--- src/design/tmcw_pkg.sv ---
// Package of shared types, constants and sizes for the text-mode console writer.
`default_nettype none

package tmcw_pkg;

  // Screen geometry.
  localparam int COLUMNS  = 80;
  localparam int ROWS     = 25;
  localparam int TAB_STOP = 8;
  localparam int CELLS    = COLUMNS * ROWS;

  // Field widths fixed by the interface.
  localparam int OP_W    = 2;
  localparam int CHAR_W  = 8;
  localparam int COORD_W = 8;
  localparam int IDX_W   = 11;
  localparam int LOC_W   = 11;
  localparam int CELL_W  = 16;
  localparam int ATTR_W  = 8;

  // Derived widths.
  localparam int ADDR_W = $clog2(CELLS);
  localparam int COL_W  = $clog2(COLUMNS + TAB_STOP);
  localparam int ROW_W  = $clog2(ROWS + 1);
  localparam int SUM_W  = (ADDR_W + 1 > IDX_W + 1) ? ADDR_W + 1 : IDX_W + 1;

  // Configuration register indexes.
  localparam int CFG_IDX_W = 1;
  localparam logic [CFG_IDX_W-1:0] REG_TEXT_ATTR  = 1'b0;
  localparam logic [CFG_IDX_W-1:0] REG_BLANK_ATTR = 1'b1;

  // Character codes.
  localparam logic [CHAR_W-1:0] CH_BS        = 8'h08;
  localparam logic [CHAR_W-1:0] CH_TAB       = 8'h09;
  localparam logic [CHAR_W-1:0] CH_LF        = 8'h0A;
  localparam logic [CHAR_W-1:0] CH_CR        = 8'h0D;
  localparam logic [CHAR_W-1:0] CH_SPACE     = 8'h20;
  localparam logic [CHAR_W-1:0] CH_PRINT_MAX = 8'h7F;

  localparam logic [ATTR_W-1:0] RESET_ATTR  = 8'h07;
  localparam logic [CELL_W-1:0] RESET_BLANK = {RESET_ATTR, CH_SPACE};

  typedef enum logic [OP_W-1:0] {
    OP_PUT    = 2'd0,
    OP_CLEAR  = 2'd1,
    OP_SETCUR = 2'd2,
    OP_READ   = 2'd3
  } op_t;

  typedef enum logic [3:0] {
    ST_INIT,
    ST_IDLE,
    ST_PUT,
    ST_TAB,
    ST_WRAP,
    ST_WRITE,
    ST_SETTLE,
    ST_SCROLL,
    ST_CLEAR,
    ST_SETC,
    ST_SETR,
    ST_READ,
    ST_RDREQ,
    ST_RDCAP,
    ST_DONE
  } state_t;

endpackage

`default_nettype wire

--- src/design/tmcw_csub.sv ---
// Shared compare-and-subtract unit used for the modulo and address-fold steps and the read bound check.
`default_nettype none

module tmcw_csub
  import tmcw_pkg::*;
(
  input  wire  [SUM_W-1:0] a,
  input  wire  [SUM_W-1:0] b,
  output logic             ge,
  output logic [SUM_W-1:0] diff
);

  logic [SUM_W:0] full;

  // The borrow out of the subtraction doubles as the comparison.
  assign full = {1'b0, a} - {1'b0, b};
  assign diff = full[SUM_W-1:0];
  assign ge   = ~full[SUM_W];

endmodule

`default_nettype wire

--- config.mk ---
export PLATFORM = sky130hd
export DESIGN_NAME = tmcw_csub
export DESIGN_NICKNAME = d
export VERILOG_FILES = /design/src/design/tmcw_pkg.sv /design/src/design/tmcw_csub.sv
export SDC_FILE = /design/constraint.sdc
export NUM_CORES = 1
export LEC_CHECK = 0
export ABC_AREA = 1
export BUFFER_PORTS_ARGS = -buffer_cell sky130_fd_sc_hd__buf_2
export CORE_UTILIZATION = 53
export DETAILED_ROUTE_END_ITERATION = 10
export PLACE_DENSITY = 0.95
export SYNTH_ARGS = -nofsm -noshare
export SYNTH_HDL_FRONTEND = slang
export SYNTH_SLANG_ARGS = --single-unit
--- constraint.sdc ---
create_clock -name vclk -period 4.1
set_clock_uncertainty 0.1 [all_clocks]
set_input_delay 0.82 -clock vclk [all_inputs]
set_output_delay 0.82 -clock vclk [all_outputs]
set_load 0.05 [all_outputs]
==> results.yml, run 1 <==
outcome:
  status: "complete, no violations"
route:
  dr_wl_met2_mm: 1.006
  drt-initial-drc-count: 16
  via_per_inst: 4.842
  drt.antenna.violating_nets: 0
  wl_per_cell_um: 9.490
  dr.pass1.iters: 4
  met3WireLength_um: 61
  drc_errors: 0
  wirelength_mm: 1.860
  route.vias.total: 949
  wl_met1_um: 792
  top_layer_used: "met3"
critical_path:
  critical_path.top_delay_family: "adder cells"
  endpoint_kind: "output pin"
  arrival_ns: 2.38
  cp_slowest_stage_delay_ns: 0.41
  cp_num_buf_inv: 4
  critPathKind: "input port to output pin"
  path_cells: "buf_2 > inv_1 > ha_1 > fa_1 > inv_1 > nand3_1 > nand3_2 > nand2_1 > nand2_1 > xor2_1 > buf_2"
  start_kind: "input port"
  cp_slowest_cell: "fa_1"
  crit_fanout: 3
  critPathRequiredTime_ns: 3.18
power:
  power_frac_seq_pct: 0
  clockPowerShare_pct: 0
  switching_share_pct: 72.23
  p_sw_uw: 158.0
  ir_drop_mv: 0.1483
  power.density_nw_per_um2: 232.8
  p_leak_uw: 0.0006869
  combPwrFrac_pct: 100.0
  power.internal_uw: 60.74
final_layout:
  multi_input_area_um2: 585.6
  area_growth_pct: 27.72
  layout_commonest_cell: "nand2_1"
  seqCellArea_um2: 0
  num-clock-buffers: 0
  diodes: 0
  final_nets: 220
  fillers: 118
  seq_cells: 0
  layout_common_cells: "nand2_1 (53), inv_1 (39), buf_2 (37)"
  drive_gt1_share_pct: 23.20
  final_core_util_pct: 72.21
die:
  start_util_pct: 56.54
  die_h_um: 39.26
  die_x_um: 39.26
  io_pins: 37
  coreArea_um2: 1301
  rows: 13
  die-area_um2: 1541
sta:
  hold_viol: 0
  relSlewSlack_pct: 83.10
  max_slew.worst_pin.slew_ns: 0.2553
  period_needed_ns: 3.300
  period_share_pct: 80.49
  setup_viol: 0
  final.setup.tns_ns: 0
  finalMaxSlewViolations: 0
  fmax_mhz: 303.0
  rsz0062_at_grt: "false"
  whs_ns: 1.969
clock_network:
  ctsHoldBuffers: 0
  postCtsSetupRepairBufs: 0
  cts.repair.resized: 0
global_routing:
  grt_max_degree: 7
  grt_overflow_total: 0
  grt_util_all_layers_pct: 26.33
  grt_pass1_vias: 729
  grt_pass1_wl_mm: 2.932
  antenna_found_initial: 0
placed_design:
  hpwl_mm: 1.665
  gp_congestion: 0.8074
  io_buffers: 37
yosys:
  yosys_warnings: 0
  synth_area_um2: 735.7
  yosysSeqAreaShare_pct: 0
  yosysUniqueCellTypes: 14
  synth.avg_cell_area_um2: 5.109
  synth_fp_nets: 181
  synthCells: 144
hold_path:
  min_path_type: "input port to output pin"
flow_run:
  drv_cap: 0
[power groups by stage]
| stage | clock [uW] | combinational (uW) | sequential (uW) |
|---|---|---|---|
| 2_1_floorplan | 0 | 168 | 0 |
| 3_3_place_gp | 0 | 212 | 0 |
| 3_5_place_dp | 0 | 217 | 0 |
| 4_1_cts | 0 | 218 | 0 |
| 5_1_grt | 0 | 238 | 0 |
| 6_report | 0 | 219 | 0 |
[area by class of cell]
| type | instances | area share [%] |
|---|---|---|
| multi-input combinational | 104 | 62.32 |
| inverter | 40 | 15.98 |
| tap | 15 | 1.997 |
| timing repair buffer | 37 | 19.71 |
[final timing paths]
check                      to  cells past startpoint  slack [ns]  from
worst max-delay path  diff[6]                     11        0.80  a[0]
worst min-delay path  diff[0]                      4        1.97  b[0]
[synth_stat cells (all sizes together)]
cell / n / area [um2]
fa: 1 / 20.02
ha: 12 / 150.1
inv: 40 / 150.1
nand2: 55 / 211.5
nor3: 1 / 5.000
xor2: 4 / 35.03
nand3: 13 / 75.07
nor2: 8 / 30.03
xnor2: 1 / 8.760
a21oi: 5 / 25.02
nand4: 4 / 25.02
[per-layer routing]
metal	vias up	track usage [%]
met3	0	0
met5	-	0
met2	27	47.92
met1	410	35.25
met4	0	3.448
li1	512	-
[cell families (layout without fill, tap and decap cells)]
logic type                 Yosys count  count (layout)  synth area share [%]
xor gates and xnor gates             5               5                 5.952
and+or+nand+nor                     81              81                 47.11
buffers and inverters               40              77                 20.41
AOI/OAI and AO/OA                    5               5                 3.401
adders and majority gates           13              13                 23.13
[through the flow]
stage          instance area, um2  total power [uW]  cells  worst slack [ns]
2_1_floorplan               735.7             167.8    144            0.6329
3_3_place_gp                939.7             211.7    196            0.8700
3_5_place_dp                939.7             217.1    196            0.8037
4_1_cts                     939.7             217.8    196            0.7889
5_1_grt                     939.7             237.6    196            0.6804
6_report                    939.7             218.7    196            0.7999
Power figures use the tool's default switching activity.
==> run 2, diff against run 1 <==
- CORE_UTILIZATION: 53 -> 49
- clock period: 4.1 -> 3.1 ns (I/O delays scaled with it)
==> results.yml, run 2 (synthesis gave the netlist of run 1 again) <==
global_routing:
  grt_pass1_vias: 838
  antenna_found_initial: 0
  grt_pass1_wl_mm: 3.098
  grt_max_degree: 7
  grt_util_all_layers_pct: 27.05
  grt_overflow_total: 0
power:
  ir_drop_mv: 0.2248
  combPwrFrac_pct: 100.0
  power_frac_seq_pct: 0
  power.density_nw_per_um2: 308.4
  p_leak_uw: 0.0006869
  clockPowerShare_pct: 0
  p_sw_uw: 209.2
  power.internal_uw: 80.59
  finalPower_uw: 289.8
  switching_share_pct: 72.19
die:
  io_pins: 37
  die_x_um: 40.75
  die_h_um: 40.75
  coreArea_um2: 1350
  die-area_um2: 1661
  rows: 13
  start_util_pct: 54.49
critical_path:
  start_kind: "input port"
  critPathRequiredTime_ns: 2.38
  endpoint_kind: "output pin"
  cp_slowest_cell: "fa_1"
  critPathKind: "input port to output pin"
  cp_slowest_stage_delay_ns: 0.41
  crit_fanout: 3
  path_cells: "buf_2 > inv_1 > ha_1 > fa_1 > inv_1 > nand3_1 > nand3_2 > nand2_1 > nand2_1 > nand2_1 > nand3_1 > buf_2"
  crit_top_cell: "nand2_1"
  arrival_ns: 2.18
final_layout:
  num-clock-buffers: 0
  seqCellArea_um2: 0
  drive_gt1_share_pct: 23.20
  seq_cells: 0
  fillers: 127
  layout_common_cells: "nand2_1 (53), inv_1 (39), buf_2 (37)"
  multi_input_area_um2: 585.6
  final_nets: 220
  area_growth_pct: 27.72
  layout_commonest_cell: "nand2_1"
  diodes: 0
sta:
  finalMaxSlewViolations: 0
  rsz0062_at_grt: "false"
  hold_viol: 0
  period_needed_ns: 2.897
  setup_viol: 0
  max_slew.worst_pin.slew_ns: 0.2499
  relSlewSlack_pct: 83.34
  fmax_mhz: 345.2
  final.setup.tns_ns: 0
  period_share_pct: 93.45
route:
  dr.pass1.iters: 4
  drt-initial-drc-count: 21
  route.vias.total: 975
  drc_errors: 0
  drt.antenna.violating_nets: 0
  wirelength_mm: 1.981
  via_per_inst: 4.974
  wl_per_cell_um: 10.11
hold_path:
  min_path_type: "input port to output pin"
clock_network:
  ctsHoldBuffers: 0
  cts.repair.resized: 0
  postCtsSetupRepairBufs: 0
outcome:
  status: "complete, no violations"
placed_design:
  gp_congestion: 0.7818
  io_buffers: 37
  hpwl_mm: 1.786
flow_run:
  drv_cap: 0
==> run 2: power groups by stage <==
| stage | logic [uW] | registers [uW] | clock network (uW) |
|---|---|---|---|
| final | 290 | 0 | 0 |
| after global routing | 315 | 0 | 0 |
| after CTS | 289 | 0 | 0 |
| after detailed placement | 288 | 0 | 0 |
| after global placement | 281 | 0 | 0 |
| after floorplan | 222 | 0 | 0 |
==> run 2: cell type report <==
cell class                      count  share of cell area [%]
Timing Repair Buffer               37                   19.71
Multi-Input combinational cell    104                   62.32
Tap cell                           15                   1.997
Inverter                           40                   15.98
==> run 2: per-stage QoR <==
step                std cells  cell area [um2]  hold WS, ns  util, %  worst slack [ns]
detailed placement        196            939.7        1.552    69.60            0.2113
CTS                       196            939.7        1.552    69.60            0.2061
global placement          196            939.7        1.546    69.60            0.2782
global route              196            939.7        1.587    69.60            0.1129
floorplan                 144            735.7        1.421        -           0.03288
finish                    196            939.7        1.551    69.60            0.2030
==> run 2: layer usage <==
layer  vias up  track usage (%)  part of all wire (%)
li1        508                -                     -
met1       437            31.51                    43
met2        28            54.37                    53
met3         2            1.087                   3.4
met4         0            3.333                  0.50
met5         -                0                     0
==> run 2: path summary, 6_finish.rpt <==
check	startpoint	endpoint	slack (ns)	depth (start not counted)
hold / removal	b[0]	diff[0]	1.55	4
setup / recovery	a[0]	ge	0.20	12
==> run 2: worst max-delay path, delay by kind of cell <==
kind          cells  cell delay (ns)
simple gates      6             0.45
buf+inv           4             0.47
fa+ha+maj         2             0.63
==> run 3, diff against run 2 <==
- RECOVER_POWER: default -> 50
==> results.yml, run 3 (synthesis gave the netlist of run 1 again) <==
critical_path:
  critPathRequiredTime_ns: 2.38
  critPathKind: "input port to output pin"
  start_kind: "input port"
  crit_fanout: 3
  endpoint_kind: "output pin"
  arrival_ns: 2.18
die:
  io_pins: 37
  coreArea_um2: 1350
  die_x_um: 40.75
  die-area_um2: 1661
  start_util_pct: 54.49
  die_h_um: 40.75
  rows: 13
power:
  ir_drop_mv: 0.2220
  power.density_nw_per_um2: 307.4
  p_leak_uw: 0.0006701
clock_network:
  ctsHoldBuffers: 0
  cts.repair.resized: 0
  postCtsSetupRepairBufs: 0
route:
  drt-initial-drc-count: 24
  via_per_inst: 5.020
  route.vias.total: 984
  drc_errors: 0
  drt.antenna.violating_nets: 0
  dr.pass1.iters: 4
  wl_per_cell_um: 10.18
  wirelength_mm: 1.995
sta:
  final.setup.tns_ns: 0
  relSlewSlack_pct: 60.41
  finalMaxSlewViolations: 0
  period_needed_ns: 2.903
  period_share_pct: 93.63
  hold_viol: 0
  setup_viol: 0
  fmax_mhz: 344.5
  max_slew.worst_pin.slew_ns: 0.5963
  rsz0062_at_grt: "false"
final_layout:
  diodes: 0
  seq_cells: 0
  final_core_util_pct: 69.05
  layout_commonest_cell: "nand2_1"
  area_growth_pct: 26.70
  drive_gt1_share_pct: 19.89
  num-clock-buffers: 0
  layout_common_cells: "nand2_1 (53), inv_1 (39), buf_2 (31)"
  final_nets: 220
  seqCellArea_um2: 0
  fillers: 131
global_routing:
  antenna_found_initial: 0
  grt_pass1_vias: 838
  grt_util_all_layers_pct: 27.05
  grt_overflow_total: 0
  grt_max_degree: 7
  grt_pass1_wl_mm: 3.098
hold_path:
  min_path_type: "input port to output pin"
outcome:
  status: "complete, no violations"
placed_design:
  io_buffers: 37
  hpwl_mm: 1.786
  gp_congestion: 0.7818
flow_run:
  drv_cap: 0
run 3: cell types whose count changed in the layout (fill, tap and decap cells not counted):
cell,previous run,this run
buf_2,37,31
clkbuf_1,0,6
run 3: final timing paths:
kind | depth (start not counted) | slack [ns] | startpoint | end
worst max-delay path | 12 | 0.20 | a[0] | ge
worst min-delay path | 4 | 1.64 | b[0] | diff[0]
run 3: cell type report:
type / instances / area [um2] / area share [%]
multi-input cells: 104 / 585.6 / 62.82
inverters: 40 / 150.1 / 16.11
repair buffers: 37 / 177.7 / 19.06
well taps: 15 / 18.77 / 2.013
run 3: metrics by stage:
step,hold WS [ns],instance area [um2],std cells,power [uW],setup slack [ns]
after floorplan,1.421,735.7,144,221.9,0.03288
after global placement,1.546,939.7,196,280.7,0.2782
after detailed placement,1.552,939.7,196,288.0,0.2113
after global routing,1.673,932.1,196,311.1,0.1129
after CTS,1.552,939.7,196,288.8,0.2061
final,1.642,932.1,196,286.5,0.1974
run 3: report_power, final:
group          switching (uW)  internal (uW)
combinational             210           76.5
sequential                  0              0
clock                       0              0
run 3: critical path, cell delays in order:
cell     delay, ns
buf_2         0.07
inv_1         0.03
ha_1          0.22
fa_1          0.41
inv_1         0.11
nand3_1       0.08
nand3_2       0.10
nand2_1       0.07
nand2_1       0.09
nand2_1       0.05
nand3_1       0.06
buf_2         0.26
run 3: metal layers:
layer	track usage, %	wire length, um	vias to the layer above
met5	0	0	-
met4	3.333	10	0
met3	1.087	66	2
met2	54.37	1060	33
met1	31.51	857	441
li1	-	-	508
